### src/design/stack_machine_executor_assert.svh
// ---------------------------------------------------------------------------
// Stack machine executor assertion macros
// Shared property forms for the executor's concurrent checks.
// ---------------------------------------------------------------------------
`ifndef STACK_MACHINE_EXECUTOR_ASSERT_SVH
`define STACK_MACHINE_EXECUTOR_ASSERT_SVH

// Same-cycle implication, disabled while reset is asserted.
`define SME_ASSERT_NOW(label, clk, rst_n, ante, cons, msg) \
	label: assert property (@(posedge clk) disable iff (!rst_n) (ante) |-> (cons)) \
		else $error(msg);

// Next-cycle implication, disabled while reset is asserted.
`define SME_ASSERT_NEXT(label, clk, rst_n, ante, cons, msg) \
	label: assert property (@(posedge clk) disable iff (!rst_n) (ante) |=> (cons)) \
		else $error(msg);

`endif

### src/design/sme_pkg.sv
// ---------------------------------------------------------------------------
// Stack machine executor package
// Command codes, data widths and shared types.
// ---------------------------------------------------------------------------
`timescale 1ns / 1ps

package sme_pkg;

	localparam int unsigned DATA_W  = 32;
	localparam int unsigned LIMIT_W = 31;

	localparam logic [LIMIT_W-1:0] LIMIT_RST = 31'd1000000000;

	// register index taken from paddr[2]
	localparam logic REG_IDX_LIMIT = 1'b0;

	typedef enum logic [3:0] {
		CMD_START = 4'd0,
		CMD_NUM   = 4'd1,
		CMD_POP   = 4'd2,
		CMD_INV   = 4'd3,
		CMD_DUP   = 4'd4,
		CMD_SWP   = 4'd5,
		CMD_ADD   = 4'd6,
		CMD_SUB   = 4'd7,
		CMD_MUL   = 4'd8,
		CMD_DIV   = 4'd9,
		CMD_MOD   = 4'd10,
		CMD_END   = 4'd11
	} cmd_t;

	typedef struct packed {
		logic busy;
		logic done;
	} div_stat_t;

endpackage

### src/design/sme_divider.sv
// ---------------------------------------------------------------------------
// Unsigned radix-2 divider
// Restoring division, one quotient bit per cycle.
// ---------------------------------------------------------------------------
`timescale 1ns / 1ps

module sme_divider
	import sme_pkg::*;
(
	input  logic              clk,
	input  logic              arst_n,
	input  logic              start,
	input  logic [DATA_W-1:0] dividend,
	input  logic [DATA_W-1:0] divisor,
	output div_stat_t         stat,
	output logic [DATA_W-1:0] quotient,
	output logic [DATA_W-1:0] remainder
);

	localparam int unsigned CNT_W = $clog2(DATA_W);

	logic              busy_q;
	logic              done_q;
	logic [CNT_W-1:0]  cnt_q;
	logic [DATA_W-1:0] quot_q;
	logic [DATA_W-1:0] rem_q;
	logic [DATA_W-1:0] dvsr_q;
	logic [DATA_W:0]   shifted;
	logic [DATA_W+1:0] diff;

	assign shifted = {rem_q, quot_q[DATA_W-1]};
	assign diff    = {1'b0, shifted} - {2'b00, dvsr_q};

	always_ff @(posedge clk or negedge arst_n) begin
		if (!arst_n) begin
			busy_q <= 1'b0;
			done_q <= 1'b0;
			cnt_q  <= '0;
		end else begin
			done_q <= 1'b0;
			if (start) begin
				busy_q <= 1'b1;
				cnt_q  <= CNT_W'(DATA_W - 1);
			end else if (busy_q) begin
				if (cnt_q == '0) begin
					busy_q <= 1'b0;
					done_q <= 1'b1;
				end else begin
					cnt_q <= cnt_q - CNT_W'(1);
				end
			end
		end
	end

	always_ff @(posedge clk) begin
		if (start) begin
			quot_q <= dividend;
			rem_q  <= '0;
			dvsr_q <= divisor;
		end else if (busy_q) begin
			// restore on borrow, keep the difference otherwise
			rem_q  <= diff[DATA_W+1] ? shifted[DATA_W-1:0] : diff[DATA_W-1:0];
			quot_q <= {quot_q[DATA_W-2:0], ~diff[DATA_W+1]};
		end
	end

	assign stat.busy = busy_q;
	assign stat.done = done_q;
	assign quotient  = quot_q;
	assign remainder = rem_q;

endmodule

### config.mk
export PLATFORM = sky130hd
export DESIGN_NAME = sme_divider
export DESIGN_NICKNAME = d
export VERILOG_FILES = /design/src/design/stack_machine_executor_assert.svh /design/src/design/sme_pkg.sv /design/src/design/sme_divider.sv
export SDC_FILE = /design/constraint.sdc
export NUM_CORES = 1
export LEC_CHECK = 0
export ABC_AREA = 1
export ABC_CLOCK_PERIOD_IN_PS = 1900
export BUFFER_PORTS_ARGS = -buffer_cell sky130_fd_sc_hd__buf_2
export CORE_MARGIN = 1
export CORE_UTILIZATION = 40
export CTS_BUF_LIST = sky130_fd_sc_hd__clkbuf_4 sky130_fd_sc_hd__clkbuf_8
export CTS_CLUSTER_DIAMETER = 50
export DETAILED_ROUTE_END_ITERATION = 12
export PLACE_DENSITY = 0.62
export RECOVER_POWER = 100
export SLEW_MARGIN = 20
export SYNTH_ARGS = -nofsm -noshare
export SYNTH_HDL_FRONTEND = slang
export SYNTH_SLANG_ARGS = --single-unit
### constraint.sdc
create_clock -name clk -period 1.9 [get_ports clk]
set_input_delay 0.19 -clock clk [delete_from_list [all_inputs] [get_ports clk]]
set_output_delay 0.19 -clock clk [all_outputs]
set_load 0.005 [all_outputs]
Word level (Yosys, flattened, before mapping)
Cells that the tools add are included.
{"block": "totals", "elab_cells": 25, "input_bits": 67, "ff_bits": 103, "out_inout_bits": 66}
{"block": "classes", "n_bitwise": 1, "eq_ne": 1, "mux": 12, "n_reduce_logical": 3, "addsub": 2}
{"operator": "$mux W32", "count": 3}
{"operator": "$sub A33 B32 Y34", "count": 1}
{"operator": "$mux W5", "count": 3}
{"operator": "$mux W1", "count": 6}
{"operator": "$logic_not A5 Y1", "count": 1}
{"operator": "$sub A5 B1 Y5 const B", "count": 1}
{"operator": "$ne A2 B2 Y1 const B", "count": 1}
{"operator": "$reduce_and A2 Y1", "count": 1}
{"operator": "$reduce_bool A2 Y1", "count": 1}
{"operator": "$not A1 Y1", "count": 1}

Depth between registers and ports, before layout
{"block": "logic_depth", "word_depth": 4, "depth_mapped": 17, "depth_no_buf": 16}

Worst setup path before layout
Ideal clock, no wire load.
{"block": "synth_path", "path_kind": "input-to-reg", "from": "input start", "to": "register quot_q[0], in the netlist quotient[0] (enable)", "slack_ns": -0.187, "stages": 4, "setup_time_ns": 0.411, "arrival_ns": 1.675, "path_buffers": 2, "cell_sequence": "buf_2 -> nor2_1 -> inv_1 -> clkbuf_1"}
{"block": "synth_via", "elab_chain_cells": 1}
{"element": "start, declared", "line": "sme_divider.sv:12", "source": "input logic start,"}
{"element": "$reduce_bool A2 Y1 (no line)"}
{"element": "end signal, assigned", "line": "sme_divider.sv:57", "source": "quot_q <= dividend;"}
{"element": "end signal, assigned", "line": "sme_divider.sv:63", "source": "quot_q <= {quot_q[DATA_W-2:0], ~diff[DATA_W+1]};"}
{"element": "end, declared", "line": "sme_divider.sv:25", "source": "logic [DATA_W-1:0] quot_q;"}
Every way passes these cells.
A chain may end at the register's enable or synchronous reset.

Final worst setup path
{"block": "layout_path", "from": "register quot_q[31], in the netlist quotient[31]", "to": "register rem_q[20], in the netlist remainder[20]"}
{"block": "layout_via", "elab_chain_cells": 2}
{"element": "$sub A33 B32 Y34", "line": "sme_divider.sv:32", "source": "assign diff = {1'b0, shifted} - {2'b00, dvsr_q};"}
{"element": "$mux W32", "line": "sme_divider.sv:62", "source": "rem_q <= diff[DATA_W+1] ? shifted[DATA_W-1:0] : diff[DATA_W-1:0];"}
{"element": "end signal, assigned", "line": "sme_divider.sv:62"}
{"element": "end, declared", "line": "sme_divider.sv:26", "source": "logic [DATA_W-1:0] rem_q;"}
Every way passes these cells.

==> results.cfg <==
[synthesis]
ys.flop_type = edfxtp_1
synth_fp_nets = 1095
synth_top_cell_by_area = edfxtp_1
syn_inst = 993
syn_area_per_cell_sq_um = 7.12
ys_ff_latch = 103
synth_edf_count = 64
yosysTopAreaCellShare = 0.272
netlist_top_cells_area = edfxtp_1 27%, nand2_1 21%, inv_1 9.5%
synth_cell_types = 42
async_flop_share = 0.0680
ys_seq_area_frac = 0.387
yosysWarnings = 0
syn_area_sq_mm = 0.00707

[run_status]
violations = negative setup slack
status = finished, violations left

[min_path]
min_to = quotient[11]$_DFFE_PP_
hold_class = input pin to flop
hold_depth = 3
min_from = dividend[11]

[worst_setup_path]
required_ns = 2.20
r2r_start = quotient[31]$_DFFE_PP_
crit_buf_inv = 2
max_stage_delay_ns = 0.41
crit_top_cell = nand2_1
criticalPathCategory = flop to flop
ff2ff_path_depth = 13
cp.arrival_ns = 2.33
cpLargestDelayFamily = simple AND/OR/NAND/NOR gates
critPathMaxFanout = 3
ff2ff_setup_slack_ns = -0.12
worst_setup_path_start_kind = flop
path_cells = inv_2, ha_1, inv_2, fa_2, nand2_2, nand3_2, and2_1, nand3b_1, nand4_1, nand2_1, nand2_1, nand3_1, nand2_1
slowest_stage = edfxtp_1
critPathCaptureType = flop
rr_endpoint = remainder[20]$_SDFFE_PP0P_

[clock_network]
clockBufferDepth = 2
clkLatencyLatePin_ns = 0.41
clk_pin_slew_ns = 0.12
cts_made_buffers = 9
h-tree-depth = 3
cts_root_buf = clkbuf_8
cts_sinks = 103
cts_tree = yes

[routing]
routed_wl_mm = 21.4
drc = 0
drt-initial-drc-count = 347
drt_pass1_iterations = 6
routed_via_density = 4.67
routedWlPerCell_microns = 13.9
vias = 7169
route.antenna.remaining_nets = 0

[layout]
seqCellArea_sq_mm = 0.00274
antenna_cells = 0
final_common_cell = nand2_1
nets = 1406
multi_input_area_sq_mm = 0.00420
fin_cells = 1534
final_cell_mix = 339 x nand2_1, 159 x inv_1, 114 x buf_2
design_area_sq_mm = 0.0104
layout-drive-gt1-share = 0.364
syn_to_final_growth_pct = 47.1
nFillCells = 1617

[floorplan]
die-height_microns = 135
start_util = 0.409
core_area_sq_mm = 0.0173
fp-row-count = 48
dieArea_sq_mm = 0.0182
ios = 133
fp.dieW_microns = 135

[timing]
rsz0062_at_grt = true
fmax_mhz = 494
setup_viol = 33
hold_viol = 0
slew_headroom = 0.153
timing.final.crit_share = 1.06
tightest_slew_ns = 1.27
clock_skew_ns = 0.0236
worst_slack_ns = -0.123
period_needed_ns = 2.02
drv_slew = 0

[power_and_ir_drop]
vdd_drop_max_v = 0.000582
total_power_mw = 12.7
p_per_area_mw_per_mm2 = 1220
p_leak_nw = 5.48

[placement]
numPortBuffers = 132
placed_cells = 1457
post-dp-hpwl_mm = 15.6
routabilityCongestion = 0.947
placed_area_sq_mm = 0.00887

[grt]
grt_max_degree = 33
grt_pass1_wl_mm = 34.3
track_usage = 0.239
grt_pass1_vias = 7040
grt_overflow = 0
antenna_found_initial = 0

[flow_run]
maxCapViolations = 0
worst max path at each step:
stage,from,to,slack (ns),cells past startpoint
4_1_cts,quotient[31]$_DFFE_PP_,remainder[12]$_SDFFE_PP0P_,-0.14,14
3_5_place_dp,quotient[31]$_DFFE_PP_,remainder[28]$_SDFFE_PP0P_,-0.23,16
5_1_grt,quotient[31]$_DFFE_PP_,remainder[16]$_SDFFE_PP0P_,-0.24,13
6_report,quotient[31]$_DFFE_PP_,remainder[20]$_SDFFE_PP0P_,-0.12,13
2_1_floorplan,quotient[31]$_DFFE_PP_,remainder[12]$_SDFFE_PP0P_,-0.02,14
3_3_place_gp,quotient[31]$_DFFE_PP_,remainder[12]$_SDFFE_PP0P_,-0.18,14
where the power goes:
group	total, mW	internal [mW]	switching (mW)
Combinational	8.16	3.97	4.19
Clock	1.45	0.523	0.931
Sequential	3.09	2.78	0.301
through the flow:
stage                     setup WS (ns)   util  TNS (ns)  hold slack (ns)
after floorplan                 -0.0154      -   -0.0154           -0.106
after global placement           -0.176  0.513     -4.07           0.0315
after detailed placement         -0.234  0.513     -4.61           0.0386
after CTS                        -0.136  0.581     -2.96           0.0416
after global routing             -0.241  0.601     -6.94           0.0505
final                            -0.123  0.601     -3.03           0.0534
worst reg2reg max path: stages (launching register included):
cell and delay (ns):
edfxtp_1 0.41, inv_2 0.07, ha_1 0.15, inv_2 0.04
fa_2 0.37, nand2_2 0.08, nand3_2 0.07, and2_1 0.19
nand3b_1 0.13, nand4_1 0.11, nand2_1 0.12, nand2_1 0.07
nand3_1 0.07, nand2_1 0.05
cell type report:
| cell class | count | area share |
|---|---|---|
| sequential | 103 | 0.263 |
| clock inverter | 7 | 0.00746 |
| timing repair buffer | 324 | 0.219 |
| multi-input combinational | 680 | 0.404 |
| inverter | 186 | 0.0671 |
| clock buffer | 9 | 0.0119 |
| tap | 225 | 0.0271 |
kinds of logic after synthesis:
group           share of synthesized area
compound gates                     0.0352
xor+xnor                           0.0186
fa+ha+maj                          0.0630
buf+inv                             0.124
flops                               0.387
simple gates                        0.372
synthesized netlist by cell type, drive strengths merged, types with 7 or more instances:
cell	n
edfxtp	64
dfrtp	7
ha	34
nand2	413
o21ai	16
xnor2	12
nand4	9
clkbuf	8
nor2	51
nor3	7
inv	185
dfxtp	32
buf	16
nand3b	16
a21oi	22
nand3	85
layer usage:
layer  track usage  share of wire  routed length, microns
met2         0.405           0.47                    9950
met4        0.0674          0.021                     440
met5             0              0                       0
met3        0.0349          0.052                    1120
met1         0.316           0.46                    9860
flip-flops by register name (all words and copies together), names as in the netlist:
signal / cells
done_q: 1
remainder: 32
quotient: 32
cnt_q: 5
busy_q: 1
dvsr_q: 32
timing repair:
item	CTS	global route
setup buffers	16	8
pin swaps	24	50
endpoints found under the setup margin	33	33
endpoints found under the hold margin	39	0
hold buffers	33	0
resized for setup	84	96
cloned	2	3
No activity file was read; power rests on OpenSTA's default activity.
